`config.mk`:
```
export PLATFORM = sky130hd
export DESIGN_NAME = stk_sqrt
export DESIGN_NICKNAME = d
export VERILOG_FILES = /design/src/sv/stk_sqrt.sv
export SDC_FILE = /design/constraint.sdc
export NUM_CORES = 2
export LEC_CHECK = 0
export BUFFER_PORTS_ARGS = -buffer_cell sky130_fd_sc_hd__clkbuf_2
export CAP_MARGIN = 20
export CELL_PAD_IN_SITES_DETAIL_PLACEMENT = 1
export CELL_PAD_IN_SITES_GLOBAL_PLACEMENT = 1
export CORE_UTILIZATION = 30
export CTS_BUF_LIST = sky130_fd_sc_hd__clkbuf_4 sky130_fd_sc_hd__clkbuf_8
export CTS_CLUSTER_SIZE = 24
export DETAILED_ROUTE_END_ITERATION = 10
export PLACE_DENSITY = 0.64
export SYNTH_ARGS = -nofsm -noshare
export SYNTH_HDL_FRONTEND = slang
export SYNTH_SLANG_ARGS = --single-unit
export TNS_END_PERCENT = 10
```
`constraint.sdc`:
```
create_clock -name aclk -period 3.34 [get_ports aclk]
set_input_delay 0.334 -clock aclk [delete_from_list [all_inputs] [get_ports aclk]]
set_output_delay 0.334 -clock aclk [all_outputs]
set_load 0.03 [all_outputs]
```
`src/sv/stk_sqrt.sv`:
```
`timescale 1ns / 1ps
`default_nettype none
// ----------------------------------------------------------------------------
// stk_sqrt
// Pipelined digit-by-digit square root, floor(sqrt(m) * 2^FRAC).
// One root bit per stage.
// ----------------------------------------------------------------------------
module stk_sqrt #(
    parameter int IN_W = 34,
    parameter int FRAC = 14
) (
    input  wire logic                      aclk,
    input  wire logic                      en,
    input  wire logic [IN_W-1:0]           m_in,
    output logic      [IN_W/2+FRAC-1:0]    root_out
);

    localparam int MK   = IN_W / 2;
    localparam int RW   = MK + FRAC;
    localparam int REMW = RW + 2;

    logic [REMW-1:0] rem_reg  [0:RW-2];
    logic [RW-1:0]   root_reg [0:RW-1];
    logic [IN_W-1:0] m_reg    [0:MK-2];

    genvar k;
    generate
        for (k = 0; k < RW; k++) begin : g_stage
            logic [REMW-1:0] rem_prev;
            logic [REMW-1:0] rem_sh;
            logic [REMW-1:0] trial;
            logic [RW-1:0]   root_prev;
            logic [1:0]      pair;

            if (k == 0) begin : g_first
                assign rem_prev  = '0;
                assign root_prev = '0;
            end else begin : g_rest
                assign rem_prev  = rem_reg[k-1];
                assign root_prev = root_reg[k-1];
            end

            if (k < MK) begin : g_int
                logic [IN_W-1:0] m_prev;
                if (k == 0) begin : g_m0
                    assign m_prev = m_in;
                end else begin : g_mk
                    assign m_prev = m_reg[k-1];
                end
                assign pair = m_prev[2*(MK-1-k)+1 -: 2];
                if (k < MK - 1) begin : g_pass
                    always_ff @(posedge aclk) begin
                        if (en) begin
                            m_reg[k] <= m_prev;
                        end
                    end
                end
            end else begin : g_frac
                assign pair = 2'b00;
            end

            assign rem_sh = {rem_prev[REMW-3:0], pair};
            assign trial  = {root_prev, 2'b01};

            always_ff @(posedge aclk) begin
                if (en) begin
                    root_reg[k] <= {root_prev[RW-2:0], (rem_sh >= trial)};
                end
            end

            if (k < RW - 1) begin : g_rem
                always_ff @(posedge aclk) begin
                    if (en) begin
                        rem_reg[k] <= (rem_sh >= trial) ? rem_sh - trial : rem_sh;
                    end
                end
            end
        end
    endgenerate

    assign root_out = root_reg[RW-1];

endmodule
`default_nettype wire

```
==> impl_metrics.json <==
{
  "postRouteWirelength_mm": 197,
  "first_pass_iters": 5,
  "synth_area_leaders": "edfxtp_1 (58%), ha_1 (7.4%), xnor2_1 (3.5%)",
  "ys_types": 103,
  "cts_buffers": 299,
  "place_hpwl_mm": 147,
  "netlist_area_um2": 85200,
  "start_util_pct": 30.2,
  "syn_avg_cell_area_um2": 11.8,
  "startpoint_type": "flop",
  "worstSetupPathType": "reg -> reg",
  "path_common_cell": "buf_4",
  "finalSetupViolCount": 0,
  "cts_tree": "yes",
  "die_x_um": 535,
  "placed_cells": 11300,
  "reg2regPathDepth": 13,
  "clk_pin_slew_ns": 0.06,
  "synth_edf_count": 1642,
  "ir_drop_v": 0.000345,
  "port_buffers": 66,
  "ys_seq_area_share_pct": 57.8,
  "dieArea_um2": 286000,
  "grt_pass1_vias": 62200,
  "finalSetupTns_ns": 0,
  "grt_max_degree": 127,
  "routed_via_density": 4.81,
  "num_vias": 57100,
  "clk_latency_ns": 0.94,
  "cap_violations": 0,
  "synth_flop_cell": "edfxtp_1",
  "globalplace.congestion": 0.862,
  "rows": 195,
  "synth_area_leader_cell": "edfxtp_1",
  "worst_pin_slew_ns": 0.797,
  "fp.dieH_um": 535,
  "p_leak_nw": 38.6,
  "fill_cells": 30700,
  "drc_errors": 0,
  "rsz0062_at_grt": "yes",
  "r2r_slack_ns": 0.003,
  "coreArea_um2": 282000,
  "ys_ff_latch": 1642,
  "cpMaxStageDelayCell": "or4b_4",
  "finalCritPeriodShare_pct": 99.9,
  "drtIter0Drc": 2286,
  "worstPathCellList": "buf_4 -> buf_4 -> ha_4 -> a21o_1 -> a21oi_4 -> o31ai_4 -> o41ai_4 -> buf_4 -> nor2b_2 -> or4b_4 -> a31oi_4 -> xnor2_1 -> mux2_4",
  "stdcell_count": 11900,
  "htree_levels": 5,
  "yosys_warnings": 0,
  "arrival_ns": 3.95,
  "wire_per_inst_um": 16.6,
  "clock_skew_ns": 0.0642,
  "grt_use_total_pct": 13.5,
  "clock-sinks": 1642,
  "synth_top_area_share_pct": 57.8,
  "cts_buffer_depth": 4,
  "antenna_found_initial": 4,
  "setup.worst_path.end_class": "flop",
  "antenna_left": 0,
  "rr_startpoint": "rem_reg[2][232]",
  "relSlewSlack_pct": 46.4,
  "min_period_ns": 3.34,
  "powerDensity_nw_per_um2": 634,
  "ios": 67,
  "cp_slowest_stage_delay_ns": 0.56,
  "syn2layout_area_growth_pct": 17.6,
  "async_flop_share_pct": 0,
  "drive_gt1_share_pct": 15.1,
  "fmax_mhz": 300,
  "layout_commonest_cell": "edfxtp_1",
  "status": "completed",
  "timing.rr.end": "rem_reg[3][19]",
  "hp-class": "in -> reg",
  "largest_reg_flops": 887,
  "synth_fp_nets": 7773,
  "overflow": 0,
  "final_cell_mix": "edfxtp_1 (1642), inv_1 (630), nand2_1 (578), ha_1 (486), nor2_1 (443)",
  "nets": 8471,
  "startpoint": "rem_reg[2][232]",
  "cp_max_fo": 5,
  "worstSetupEndpoint": "rem_reg[3][19]",
  "slew_viol_final": 0,
  "netlist_instances": 7223,
  "hold_violations": 0,
  "grt_pass1_wl_mm": 318,
  "critPathRequiredTime_ns": 3.95,
  "fin_util_pct": 35.5,
  "hold_depth": 2,
  "ctsRootBufferMaster": "clkbuf_8"
}
==> cells by family after synthesis <==
logic type               share of synthesized area [%]
AND/OR/NAND/NOR                                   11.5
flip-flops                                        57.8
AO/OA/AOI/OAI                                     11.4
buffers and inverters                             3.40
XOR/XNOR                                          6.79
adder cells (fa/ha/maj)                           7.66
multiplexers                                      1.40
other                                          0.00440
==> final cells by class <==
cell class	count	area, um^2	area share (%)
sequential	1642	49300	49.2
tap	3743	4680	4.67
timing repair buffer	519	4240	4.23
clock inverter	130	926	0.923
multi-input combinational	4819	33900	33.8
inverter	640	2410	2.40
clock buffer	383	4760	4.75
antenna	4	10.0	0.00998
==> synthesized netlist by cell type (78+ instances only) <==
| master | instances |
|---|---|
| edfxtp_1 | 1642 |
| inv_1 | 638 |
| nand2_1 | 580 |
| ha_1 | 501 |
| o21ai_0 | 459 |
| nor2_1 | 448 |
| a21oi_1 | 444 |
| xnor2_1 | 345 |
| xor2_1 | 316 |
| nor3_1 | 179 |
| a21o_1 | 157 |
| nand3_1 | 132 |
| mux2_2 | 98 |
| nand2b_1 | 96 |
| o21a_1 | 95 |
| clkbuf_1 | 89 |
| nor4_1 | 87 |
| or3_1 | 78 |
==> how the worst min path moves through the flow <==
stage | slack [ns] | end | from
2_1_floorplan | 0.40 | m_reg[0][102] | m_reg[0][68]
3_3_place_gp | 0.40 | m_reg[0][34] | m_reg[0][0]
3_5_place_dp | 0.41 | m_reg[0][218] | m_reg[0][184]
4_1_cts | 0.0006 | m_reg[0][3] | m_in[3]
5_1_grt | 0.04 | m_reg[0][31] | m_in[31]
6_report | 0.11 | m_reg[0][31] | m_in[31]
==> stage by stage <==
stage / total power [W] / hold slack [ns] / instance area [um^2] / worst slack, ns
after detailed placement: 0.0450 / 0.405 / 93100 / -0.327
after floorplan: 0.0393 / 0.400 / 85200 / 0.223
after global routing: 0.0673 / 0.0416 / 100000 / -0.152
after CTS: 0.0642 / 0.000604 / 99500 / -0.0737
final: 0.0636 / 0.111 / 100000 / 0.00288
after global placement: 0.0444 / 0.401 / 93100 / -0.567
==> critical path: cells and delay by family, from the launching register on <==
kind                     cells  cell delay [ns]
multiplexers                 1             0.25
flip-flops                   1             0.41
AND/OR/NAND/NOR              2             0.61
AO/OA/AOI/OAI                5             0.97
adder cells (fa/ha/maj)      1             0.23
XOR/XNOR                     1             0.09
buffers and inverters        3             0.49
==> repair_timing <==
action | in CTS | in global routing
resized for setup | 58 | 145
hold buffers | 53 | 0
pin swaps | 4 | 36
endpoints found under the setup margin | 194 | 306
setup buffers | 1 | 15
endpoints found under the hold margin | 67 | 0
==> report_power, final <==
part	switching, W	leakage [nW]	total (W)	internal [W]
registers	0.00198	15.5	0.0286	0.0267
logic	0.00904	20.1	0.0164	0.00736
clock network	0.00838	2.99	0.0186	0.0102
total	0.0194	38.6	0.0636	0.0442
==> layer usage <==
layer	global-route usage [%]	share of wire (%)	wire length, um
met1	14.6	40	78700
met2	25.8	53	104000
met3	1.97	2.8	5550
met4	6.29	4.3	8550
met5	0	0	0
No activity file was read; power rests on OpenSTA's default activity.
