[src/sv/stk_pkg.sv]
`timescale 1ns / 1ps
`default_nettype none
// ----------------------------------------------------------------------------
// stk_pkg
// Shared constants, types and the arctangent table of the Stokes calculator.
// ----------------------------------------------------------------------------
package stk_pkg;

    localparam int INTENSITY_BITS_DEF = 16;
    localparam int CORDIC_STEPS_DEF   = 16;

    localparam int STOKES_W = 17;
    localparam int DEG_W    = 16;
    localparam int ORI_W    = 16;
    localparam int ELL_W    = 15;
    localparam int QUO_W    = 16;

    // angle accumulator, 2^20 = pi
    localparam int ANG_W    = 23;
    localparam int ANG_PI   = 1048576;
    localparam int ATAN_LEN = 24;
    localparam int ORI_LIM  = 16384;
    localparam int ELL_LIM  = 8192;
    localparam int HALF_SH  = 6;
    localparam int HALF_RND = 32;

    // fraction bits of the two square roots
    localparam int DEG_FRAC = 14;
    localparam int LIN_FRAC = 16;

    typedef struct packed {
        logic                    null_vec;
        logic signed [ANG_W-1:0] z;
    } cordic_res_t;

    function automatic logic signed [ANG_W-1:0] atan_entry(input int idx);
        logic signed [ANG_W-1:0] v;
        case (idx)
            0:       v = ANG_W'(262144);
            1:       v = ANG_W'(154753);
            2:       v = ANG_W'(81767);
            3:       v = ANG_W'(41506);
            4:       v = ANG_W'(20834);
            5:       v = ANG_W'(10427);
            6:       v = ANG_W'(5215);
            7:       v = ANG_W'(2608);
            8:       v = ANG_W'(1304);
            9:       v = ANG_W'(652);
            10:      v = ANG_W'(326);
            11:      v = ANG_W'(163);
            12:      v = ANG_W'(81);
            13:      v = ANG_W'(41);
            14:      v = ANG_W'(20);
            15:      v = ANG_W'(10);
            16:      v = ANG_W'(5);
            17:      v = ANG_W'(3);
            18:      v = ANG_W'(1);
            19:      v = ANG_W'(1);
            default: v = '0;
        endcase
        return v;
    endfunction

    // round the accumulator to the output scale and clamp it; a null vector gives 0
    function automatic logic signed [ANG_W-1:0] half_angle(input cordic_res_t r,
                                                            input int lim);
        logic signed [ANG_W-1:0] q;
        logic signed [ANG_W-1:0] hi;
        q  = (r.z + ANG_W'(HALF_RND)) >>> HALF_SH;
        hi = ANG_W'(lim);
        if (r.null_vec) begin
            q = '0;
        end else if (q > hi) begin
            q = hi;
        end else if (q < -hi) begin
            q = -hi;
        end
        return q;
    endfunction

endpackage
`default_nettype wire

[src/sv/stk_div.sv]
`timescale 1ns / 1ps
`default_nettype none
// ----------------------------------------------------------------------------
// stk_div
// Pipelined restoring divider with a saturating 16-bit quotient.
// One overflow check stage, then one quotient bit per stage.
// ----------------------------------------------------------------------------
module stk_div
    import stk_pkg::*;
#(
    parameter int NW = 31,
    parameter int DW = 17
) (
    input  wire logic             aclk,
    input  wire logic             en,
    input  wire logic [NW-1:0]    num_in,
    input  wire logic [DW-1:0]    den_in,
    output logic      [QUO_W-1:0] quo_out
);

    localparam int RMW = DW + QUO_W;
    localparam int CW  = (NW > RMW) ? NW : RMW;

    logic [RMW-1:0]   rem_reg [0:QUO_W-1];
    logic [DW-1:0]    den_reg [0:QUO_W-1];
    logic             ovf_reg [0:QUO_W];
    logic [QUO_W-1:0] quo_reg [0:QUO_W];

    logic ovf_next;
    assign ovf_next = CW'(num_in) >= CW'({den_in, {QUO_W{1'b0}}});

    always_ff @(posedge aclk) begin
        if (en) begin
            ovf_reg[0] <= ovf_next;
            rem_reg[0] <= ovf_next ? '0 : RMW'(num_in);
            den_reg[0] <= den_in;
            quo_reg[0] <= '0;
        end
    end

    genvar k;
    generate
        for (k = 1; k <= QUO_W; k++) begin : g_bit
            logic [RMW-1:0] sub;
            logic           take;
            assign sub  = RMW'(den_reg[k-1]) << (QUO_W - k);
            assign take = rem_reg[k-1] >= sub;

            always_ff @(posedge aclk) begin
                if (en) begin
                    ovf_reg[k] <= ovf_reg[k-1];
                    quo_reg[k] <= quo_reg[k-1] | (take ? QUO_W'(1) << (QUO_W - k) : '0);
                end
            end

            if (k < QUO_W) begin : g_carry
                always_ff @(posedge aclk) begin
                    if (en) begin
                        rem_reg[k] <= take ? rem_reg[k-1] - sub : rem_reg[k-1];
                        den_reg[k] <= den_reg[k-1];
                    end
                end
            end
        end
    endgenerate

    assign quo_out = ovf_reg[QUO_W] ? '1 : quo_reg[QUO_W];

endmodule
`default_nettype wire

[config.mk]
export PLATFORM = sky130hd
export DESIGN_NAME = stk_div
export DESIGN_NICKNAME = d
export VERILOG_FILES = /design/src/sv/stk_pkg.sv /design/src/sv/stk_div.sv
export SDC_FILE = /design/constraint.sdc
export NUM_CORES = 2
export LEC_CHECK = 0
export BUFFER_PORTS_ARGS = -buffer_cell sky130_fd_sc_hd__buf_4
export CAP_MARGIN = 20
export CORE_UTILIZATION = 55
export DETAILED_ROUTE_END_ITERATION = 8
export MAX_ROUTING_LAYER = met4
export PLACE_DENSITY = 0.73
export SLEW_MARGIN = 0
export SYNTH_ARGS = -nofsm -noshare
export SYNTH_HDL_FRONTEND = slang
export SYNTH_SLANG_ARGS = --single-unit
[constraint.sdc]
create_clock -name aclk -period 4.1 [get_ports aclk]
set_input_delay 0.41 -clock aclk [delete_from_list [all_inputs] [get_ports aclk]]
set_output_delay 0.41 -clock aclk [all_outputs]
set_load 0.05 [all_outputs]
==> metrics.txt <==
Max-Cap Viols=0; RSZ-0062 raised after global routing=false; starting DRC count in detailed routing=2,144; Seq pwr share=42.3%; Ports=66; total clock buffers created by CTS=100; Max Fclk=0.2616 GHz; share of the synthesized area in the top cell type=59.02%; row cnt=108; switching fraction of total power=32.96%; CP Class=reg -> reg; sequential fraction of the synthesis area=59.02%; yosys warns=0; Horiz. Die Dim=298.6 um; Synth Net Count=4,386; Gate power share=30.8%; Synth async-reset ratio=0%; CP Capture Type=register; Slew @ Worst Pin=822.9 ps; # diodes=0; GRT Total Usage=23.88%; worst skew pair latency=670 ps; Post-synth EDFFs=951; die area=89,170 um^2; top_reg_cell synth=edfxtp_1; reg2reg path depth=13; hold_sp=num_in[28]; syn_area_per_cell=11.99 um^2; clock transition at the registers of the reported paths=70 ps; RR Endpoint=rem_reg[1][261]; Placer Congestion=0.9171; net switching power=11.39 mW; outcome=finished clean; worst reg2reg path startpoint=rem_reg[1][199]; internal power=23.18 mW; vias=31,260; initial antenna violation count=3; starting density of the core=55.69%; drt via density=5.727; Die Y=298.6 um; final period utilization=93.25%; Max VDD drop=0.4189 mV; Mapped Area=48,390 um^2; Setup Buffers After CTS=0; Slew HR=44.96%; Area growth, synth to finish=12.36%; CTS sink cnt=951; fill count=6,651; WHS=45.69 ps; Setup TNS=0 ps; hold path depth=2; Leak Pwr=21.01 nW; largest net degree at the start of global routing=135; clock root buffer=clkbuf_16; register bit total from synthesis=951; Clock Path Buffers=3; Worst Hold End=rem_reg[0][28]; final hold violation count=0; IO buf count=65; Reg2Reg Setup Slack=280 ps; # DRC=0; Hold Path Class=in -> reg; GRT overflow=0; Worst Clk Skew=23.32 ps; Detail Placement HPWL=76.67 mm; Hold Buf Count CTS=36; Worst Path Required=4500 ps; leading area contributor after synthesis=edfxtp_1; Synth cell types=97; Pins Over Slew Limit=0; share of cells above drive strength 1=9.061%; final setup fails=0; Gate Count Post-Synth=4,035; fin util=62.58%; core area=86,890 um^2; most frequent cells in the layout=edfxtp_1, inv_1, nand2_1; drt pass-1 iters=5; Worst EP arrival=4230 ps; CP startpoint kind=register; commonest non-fill, non-tap cell in the layout=edfxtp_1; Tmin final=3823 ps; H-tree levels=3; clock power share=26.9%; CTS tree=done; # nets final=4,568; global-route wire length before repair=162.5 mm; Area contributors post-synth=edfxtp_1, ha_1, inv_1, xnor2_1, a21oi_1; crit path max fanout=12; vias in the first global route=30,290; # resized after CTS=0; antenna viol nets, final=0; DR WL/cell=18.97 um; max reg flops=526; cell area power density=635.8 nW/um^2; final WL=103.6 mm
metrics by stage:
stage / instance area (um^2) / setup WS, ps / cells / total power, mW
6_report: 54370 / 276.9 / 5459 / 34.57
5_1_grt: 54370 / 10.03 / 5459 / 36.50
4_1_cts: 54370 / 338.5 / 5459 / 34.69
3_5_place_dp: 50590 / 371.4 / 5234 / 25.30
3_3_place_gp: 50580 / -152.6 / 5233 / 25.12
2_1_floorplan: 48390 / 880.8 / 4035 / 22.26
per-layer routing:
layer	part of all wire [%]	GRT usage [%]	wire [um]	vias to the layer above
met5	0	-	0	-
met4	3.0	7.668	3145	0
met3	4.5	2.988	4618	187
met2	50	40.22	51880	771
met1	42	30.04	43920	15090
li1	-	-	-	15220
cells in the mapped netlist (7+ instances only):
library cell / count
a211o_1: 9
nand2b_1: 58
o21a_1: 40
xor2_1: 138
o31a_1: 15
and4_1: 8
o31ai_1: 20
a21boi_0: 12
a31o_2: 9
a21oi_1: 261
o21bai_1: 24
o2111ai_1: 8
o211ai_1: 14
inv_1: 379
nand4b_1: 16
mux2_2: 35
nor2b_1: 48
nor2_1: 248
edfxtp_1: 951
and3_1: 24
nand3_1: 66
o21ai_0: 245
a2111oi_0: 8
nand2_1: 310
and2_1: 39
or3_1: 30
nor4_1: 52
xnor2_1: 160
or2_2: 23
or4_1: 18
nand4_1: 28
a31oi_1: 31
a211oi_1: 19
nor3b_1: 7
fa_1: 15
a21o_1: 88
buf_2: 15
nor4b_1: 16
nand3b_1: 10
clkbuf_1: 52
ha_1: 286
nor3_1: 93
worst max-delay path by stage:
| stage | cells past startpoint | end | startpoint |
|---|---|---|---|
| final | 13 | rem_reg[1][261] | rem_reg[1][199] |
| after global routing | 13 | rem_reg[1][258] | rem_reg[1][199] |
| after CTS | 12 | rem_reg[1][261] | den_reg[1][102] |
| after detailed placement | 13 | rem_reg[0][262] | rem_reg[0][207] |
| after global placement | 13 | rem_reg[1][185] | rem_reg[1][135] |
| after floorplan | 13 | rem_reg[1][193] | rem_reg[1][135] |
power by group through the flow:
stage | registers, mW | clock network, mW | logic (mW)
after floorplan | 14.1 | 0 | 8.16
after global placement | 14.8 | 0 | 10.3
after detailed placement | 14.8 | 0 | 10.5
after CTS | 14.6 | 9.47 | 10.6
after global routing | 14.8 | 9.86 | 11.9
final | 14.6 | 9.29 | 10.7
critical path: stages (launching register included):
cell and delay [ps]:
edfxtp_1 350, inv_1 50, ha_1 240, fa_1 430, nand2b_1 210, a21o_1 200
a211oi_1 380, o21a_1 250, o31ai_1 170, o31a_1 470, inv_2 180, o221ai_1 240
nor3_1 290, xor2_1 90
layout make-up:
class / count / area [um^2] / area share [%]
Clock buffer: 111 / 2565 / 4.717
Clock inverter: 78 / 855.8 / 1.574
Inverter: 381 / 1430 / 2.630
Multi-Input combinational cell: 2628 / 18150 / 33.38
Sequential cell: 951 / 28560 / 52.52
Tap cell: 1155 / 1445 / 2.658
Timing Repair Buffer: 155 / 1369 / 2.517
cells by family after synthesis:
logic type	share of synthesized area (%)
AO/OA/AOI/OAI	11.30
XOR/XNOR	5.394
adder cells (fa/ha/maj)	8.016
buffers and inverters	3.599
flip-flops	59.02
multiplexers	0.9671
AND/OR/NAND/NOR	11.70
Power figures use the tool's default switching activity.
