**src/sv/stk_pkg.sv**
```systemverilog
`timescale 1ns / 1ps
`default_nettype none
// ----------------------------------------------------------------------------
// stk_pkg
// Shared constants, types and the arctangent table of the Stokes calculator.
// ----------------------------------------------------------------------------
package stk_pkg;

    localparam int INTENSITY_BITS_DEF = 16;
    localparam int CORDIC_STEPS_DEF   = 16;

    localparam int STOKES_W = 17;
    localparam int DEG_W    = 16;
    localparam int ORI_W    = 16;
    localparam int ELL_W    = 15;
    localparam int QUO_W    = 16;

    // angle accumulator, 2^20 = pi
    localparam int ANG_W    = 23;
    localparam int ANG_PI   = 1048576;
    localparam int ATAN_LEN = 24;
    localparam int ORI_LIM  = 16384;
    localparam int ELL_LIM  = 8192;
    localparam int HALF_SH  = 6;
    localparam int HALF_RND = 32;

    // fraction bits of the two square roots
    localparam int DEG_FRAC = 14;
    localparam int LIN_FRAC = 16;

    typedef struct packed {
        logic                    null_vec;
        logic signed [ANG_W-1:0] z;
    } cordic_res_t;

    function automatic logic signed [ANG_W-1:0] atan_entry(input int idx);
        logic signed [ANG_W-1:0] v;
        case (idx)
            0:       v = ANG_W'(262144);
            1:       v = ANG_W'(154753);
            2:       v = ANG_W'(81767);
            3:       v = ANG_W'(41506);
            4:       v = ANG_W'(20834);
            5:       v = ANG_W'(10427);
            6:       v = ANG_W'(5215);
            7:       v = ANG_W'(2608);
            8:       v = ANG_W'(1304);
            9:       v = ANG_W'(652);
            10:      v = ANG_W'(326);
            11:      v = ANG_W'(163);
            12:      v = ANG_W'(81);
            13:      v = ANG_W'(41);
            14:      v = ANG_W'(20);
            15:      v = ANG_W'(10);
            16:      v = ANG_W'(5);
            17:      v = ANG_W'(3);
            18:      v = ANG_W'(1);
            19:      v = ANG_W'(1);
            default: v = '0;
        endcase
        return v;
    endfunction

    // round the accumulator to the output scale and clamp it; a null vector gives 0
    function automatic logic signed [ANG_W-1:0] half_angle(input cordic_res_t r,
                                                            input int lim);
        logic signed [ANG_W-1:0] q;
        logic signed [ANG_W-1:0] hi;
        q  = (r.z + ANG_W'(HALF_RND)) >>> HALF_SH;
        hi = ANG_W'(lim);
        if (r.null_vec) begin
            q = '0;
        end else if (q > hi) begin
            q = hi;
        end else if (q < -hi) begin
            q = -hi;
        end
        return q;
    endfunction

endpackage
`default_nettype wire

```
**src/sv/stk_cordic.sv**
```systemverilog
`timescale 1ns / 1ps
`default_nettype none
// ----------------------------------------------------------------------------
// stk_cordic
// Pipelined vectoring CORDIC, atan2(y, x) with 2^20 = pi.
// A quadrant stage folds x < 0 into the right half plane, then one
// micro-rotation per stage.
// ----------------------------------------------------------------------------
module stk_cordic
    import stk_pkg::*;
#(
    parameter int XW    = 34,
    parameter int STEPS = CORDIC_STEPS_DEF
) (
    input  wire logic                 aclk,
    input  wire logic                 en,
    input  wire logic signed [XW-1:0] x_in,
    input  wire logic signed [XW-1:0] y_in,
    output cordic_res_t               res_out
);

    localparam int N  = (STEPS < ATAN_LEN) ? STEPS : ATAN_LEN;
    localparam int CW = XW + 2;
    localparam logic signed [ANG_W-1:0] Z_PI = ANG_W'(ANG_PI);

    logic signed [CW-1:0]    x_reg   [0:N];
    logic signed [CW-1:0]    y_reg   [0:N];
    logic signed [ANG_W-1:0] z_reg   [0:N];
    logic                    nul_reg [0:N];

    logic signed [CW-1:0]    x_ext, y_ext, x0_next, y0_next;
    logic signed [ANG_W-1:0] z0_next;

    always_comb begin
        x_ext   = CW'(x_in);
        y_ext   = CW'(y_in);
        x0_next = x_ext;
        y0_next = y_ext;
        z0_next = '0;
        if (x_in < 0) begin
            x0_next = -x_ext;
            y0_next = -y_ext;
            z0_next = (y_in >= 0) ? Z_PI : -Z_PI;
        end
    end

    always_ff @(posedge aclk) begin
        if (en) begin
            x_reg[0]   <= x0_next;
            y_reg[0]   <= y0_next;
            z_reg[0]   <= z0_next;
            nul_reg[0] <= (x_in == 0) && (y_in == 0);
        end
    end

    genvar k;
    generate
        for (k = 0; k < N; k++) begin : g_rot
            always_ff @(posedge aclk) begin
                if (en) begin
                    nul_reg[k+1] <= nul_reg[k];
                    if (y_reg[k] >= 0) begin
                        x_reg[k+1] <= x_reg[k] + (y_reg[k] >>> k);
                        y_reg[k+1] <= y_reg[k] - (x_reg[k] >>> k);
                        z_reg[k+1] <= z_reg[k] + atan_entry(k);
                    end else begin
                        x_reg[k+1] <= x_reg[k] - (y_reg[k] >>> k);
                        y_reg[k+1] <= y_reg[k] + (x_reg[k] >>> k);
                        z_reg[k+1] <= z_reg[k] - atan_entry(k);
                    end
                end
            end
        end
    endgenerate

    assign res_out.null_vec = nul_reg[N];
    assign res_out.z        = z_reg[N];

endmodule
`default_nettype wire

```
**config.mk**
```make
export PLATFORM = sky130hd
export DESIGN_NAME = stk_cordic
export DESIGN_NICKNAME = d
export VERILOG_FILES = /design/src/sv/stk_pkg.sv /design/src/sv/stk_cordic.sv
export SDC_FILE = /design/constraint.sdc
export NUM_CORES = 2
export LEC_CHECK = 0
export BUFFER_PORTS_ARGS = -buffer_cell sky130_fd_sc_hd__buf_2
export CORE_MARGIN = 1.5
export CORE_UTILIZATION = 65
export DETAILED_ROUTE_END_ITERATION = 16
export GPL_TIMING_DRIVEN = 0
export MAX_ROUTING_LAYER = met4
export PLACE_DENSITY_LB_ADDON = 0.15
export SLEW_MARGIN = 5
export SYNTH_ARGS = -nofsm -noshare
export SYNTH_HDL_FRONTEND = slang
export SYNTH_SLANG_ARGS = --single-unit
```
**constraint.sdc**
```tcl
create_clock -name aclk -period 16.8 [get_ports aclk]
set_clock_uncertainty 0.1 [all_clocks]
set_input_delay 1.68 -clock aclk [delete_from_list [all_inputs] [get_ports aclk]]
set_output_delay 1.68 -clock aclk [all_outputs]
set_load 0.05 [all_outputs]
```
==> results by group <==
Clock network
  • CTS tree: built
  • Clock tree sinks: 1403
  • Num CTS Buffers: 158
  • CTS max path bufs: 3
  • Post-CTS Hold Buffers: 0
  • Clk root buf: clkbuf_16
  • H-tree levels: 4
  • Setup Buffers After CTS: 0
  • Clk Latency, worst-skew pair: 0.84 ns
  • Clock transition at path regs: 0.06 ns
  • Post-CTS Resized: 0

Synthesis
  • FFs w/ async S/R, synth: 0%
  • Seq/Total Area, Yosys: between 30 and 40%
  • Avg Inst Size Synth: 9.32 um^2
  • Post-synthesis cell type count: 88
  • Synthesized flop and latch total: 1403
  • Yosys warning total: 0
  • Post-Syn Instances: roughly 13000
  • Cell Area, Synth: 124000 um^2
  • Post-synth EDFFs: 1403
  • Ys flop type: edfxtp_1

Setup path
  • CP Capture Type: register
  • Peak fanout along the critical path: 77
  • Worst-path cell chain: buf_4, buf_16, clkbuf_2, buf_2, nand2_1, clkinv_1, clkbuf_2, nor2_1, xnor2_1, ha_1, o21ai_0, a21boi_0, o31ai_1, o21ai_0, a211oi_1, o31ai_1, a311oi_1, o21ai_0, xor2_1
  • Most frequent CP cell: o21ai_0
  • CP max stage cell: a311oi_1
  • Critical Path RT: 17.26 ns
  • CP arrival: 10.10 ns
  • CP startpoint kind: input port
  • CP Class: in2reg
  • Largest stage delay, worst path: roughly 0.91 ns

Run status
  • Outcome: completed

Place
  • Detailed Place HPWL: slightly below 300 mm
  • PortBufs: 92
  • Final GP Congestion: 1.03
  • Placed cells: between 15000 and 20000
  • Dpl cell area: ~130000 um^2

STA
  • Fin Setup TNS: 0 ns
  • Fmax: between 0.1 and 0.15 GHz
  • Fin crit share: 57.4%
  • Slew Limit Fails: 0
  • Worst Tran Pin Value: 1.42 ns
  • Tmin final: 9.64 ns
  • Final count of hold timing violations: 0
  • Final setup fails: 0
  • Unrepaired setup endpoints after global routing: no
  • Worst hold margin: 0.319 ns
  • Slew headroom: 5.05%

Detailed routing
  • Wire per inst: 23.1 um
  • Iter 0 DRT Violations: 11500
  • Remaining DRCs: 0
  • Routed WL: ~370 mm
  • DRT Pass-1 Iters: 9
  • Antenna Violating Nets Remaining: 0
  • Via/cell ratio: ~6.7
  • Via count: ~110k

GRT
  • Number of global-route vias before repair: approximately 100k
  • Initial antenna violation count: 8
  • Largest net degree at the start of global routing: 78
  • Tot GR Track Use: 38.5%
  • GRT overflow: 0
  • First-pass GRT wire length: 572 mm

Worst hold path
  • Worst Hold Class: reg2reg

Die
  • # rows: 159
  • Chip height: 439 um
  • Die span in x: 439 um
  • I/O pin total: 94
  • Core box area: between 150000 and 200000 um^2
  • Initial core utilization: 65.7%
  • Die area: between 150000 and 200000 um^2

Layout
  • Most frequent cells in the layout: edfxtp_1 (1403), ha_1 (1355), a21oi_1 (1243)
  • Final instance area: 133000 um^2
  • Post-layout nets: 15000
  • Share of cells above drive strength 1: 3.92%
  • Register area: 42100 um^2
  • Commonest non-fill, non-tap cell in the layout: edfxtp_1
  • Filler cells: ~14000
  • Multi-input gate area: 78400 um^2
  • Final std cells w/o fill: 16200
  • Layout overhead on the synthesized area: 7.67%
  • Max FFs per register: 540

Flow run
  • Maxcap violations: 0
metrics by stage:
step | util [%] | worst slack, ns
after CTS | 70.7 | 7.39
after detailed placement | 67.9 | 6.57
after global placement | 67.6 | 3.66
after global routing | 70.7 | 6.87
after floorplan | - | 10.10
final | 70.7 | 7.16
cell families (layout without fill, tap and decap cells):
| group | after synthesis | after routing | share of synthesized area (%) |
|---|---|---|---|
| AOI/OAI and AO/OA | 4064 | 4064 | 20.9 |
| xor gates and xnor gates | 1862 | 1862 | 13.2 |
| buffers and inverters | 868 | 1266 | 2.64 |
| and+or+nand+nor | 3625 | 3625 | 14.3 |
| DFF | 1403 | 1403 | 34.0 |
| muxes | 65 | 65 | 0.550 |
| other | 2 | 9 | 0.00607 |
| adders and majority gates | 1398 | 1398 | 14.4 |
layout make-up:
| cell class | instances | share of cell area, % |
|---|---|---|
| Antenna cell | 6 | 0.0113 |
| Buffer | 274 | 0.836 |
| Clock buffer | 180 | 3.04 |
| Clock inverter | 111 | 1.02 |
| Inverter | 594 | 1.67 |
| Multi-Input combinational cell | 11000 | 58.8 |
| Sequential cell | 1403 | 31.6 |
| Tap cell | 2495 | 2.34 |
| Timing Repair Buffer | 107 | 0.646 |
layer usage:
layer	GRT usage (%)	wire length, um	vias to the layer above
met5	-	0	-
met4	20.6	23100	0
met3	5.20	28300	1321
met2	63.4	177000	5344
met1	45.9	144000	51100
li1	-	-	50000
path summary, 6_finish.rpt:
path              cells after the start  slack [ns]         start           end
setup / recovery                     19        7.16            en  x_reg[7][33]
hold / removal                        0        0.32    nul_reg[4]    nul_reg[5]
setup reg to reg                     15        9.37  y_reg[6][35]  x_reg[7][33]
hold reg to reg                       0        0.32    nul_reg[4]    nul_reg[5]
synthesized netlist by cell type, types with 39 or more instances:
| cell | instances | area share [%] |
|---|---|---|
| a21boi_0 | 39 | 0.24 |
| fa_1 | 43 | 0.70 |
| a21oi_1 | 1243 | 5.0 |
| nor2_1 | 1011 | 3.1 |
| ha_1 | 1355 | 14 |
| clkbuf_1 | 242 | 0.73 |
| o31ai_1 | 191 | 1.2 |
| a211oi_1 | 100 | 0.61 |
| xor2_1 | 653 | 4.6 |
| edfxtp_1 | 1403 | 34 |
| nand2_1 | 839 | 2.5 |
| o21a_1 | 183 | 1.1 |
| or3_1 | 105 | 0.53 |
| or2_2 | 49 | 0.25 |
| a31oi_1 | 147 | 0.74 |
| or4_1 | 73 | 0.44 |
| nand2b_1 | 206 | 1.0 |
| a21o_1 | 580 | 3.5 |
| inv_1 | 583 | 1.8 |
| and3_1 | 136 | 0.69 |
| xnor2_1 | 1209 | 8.6 |
| mux2i_1 | 41 | 0.33 |
| nand4_1 | 104 | 0.53 |
| a311oi_1 | 44 | 0.31 |
| o41ai_1 | 95 | 0.67 |
| nand3_1 | 241 | 0.97 |
| o211ai_1 | 75 | 0.45 |
| nand3b_1 | 43 | 0.26 |
| nor2b_1 | 182 | 0.92 |
| o21ai_0 | 815 | 3.3 |
| nor4_1 | 114 | 0.58 |
| o21bai_1 | 200 | 1.2 |
| nor3_1 | 350 | 1.4 |
| nor3b_1 | 46 | 0.28 |
| and2_1 | 64 | 0.32 |
worst max-delay path, delay by kind of cell:
kind,cells,cell delay [ns]
buf+inv,6,3.35
compound gates,8,3.30
simple gates,2,0.99
xor+xnor,2,0.36
fa+ha+maj,1,0.32
Power is left out: the tool's default activity adds up to more than one toggle a clock period on the data nets, which glitch-free logic cannot reach.
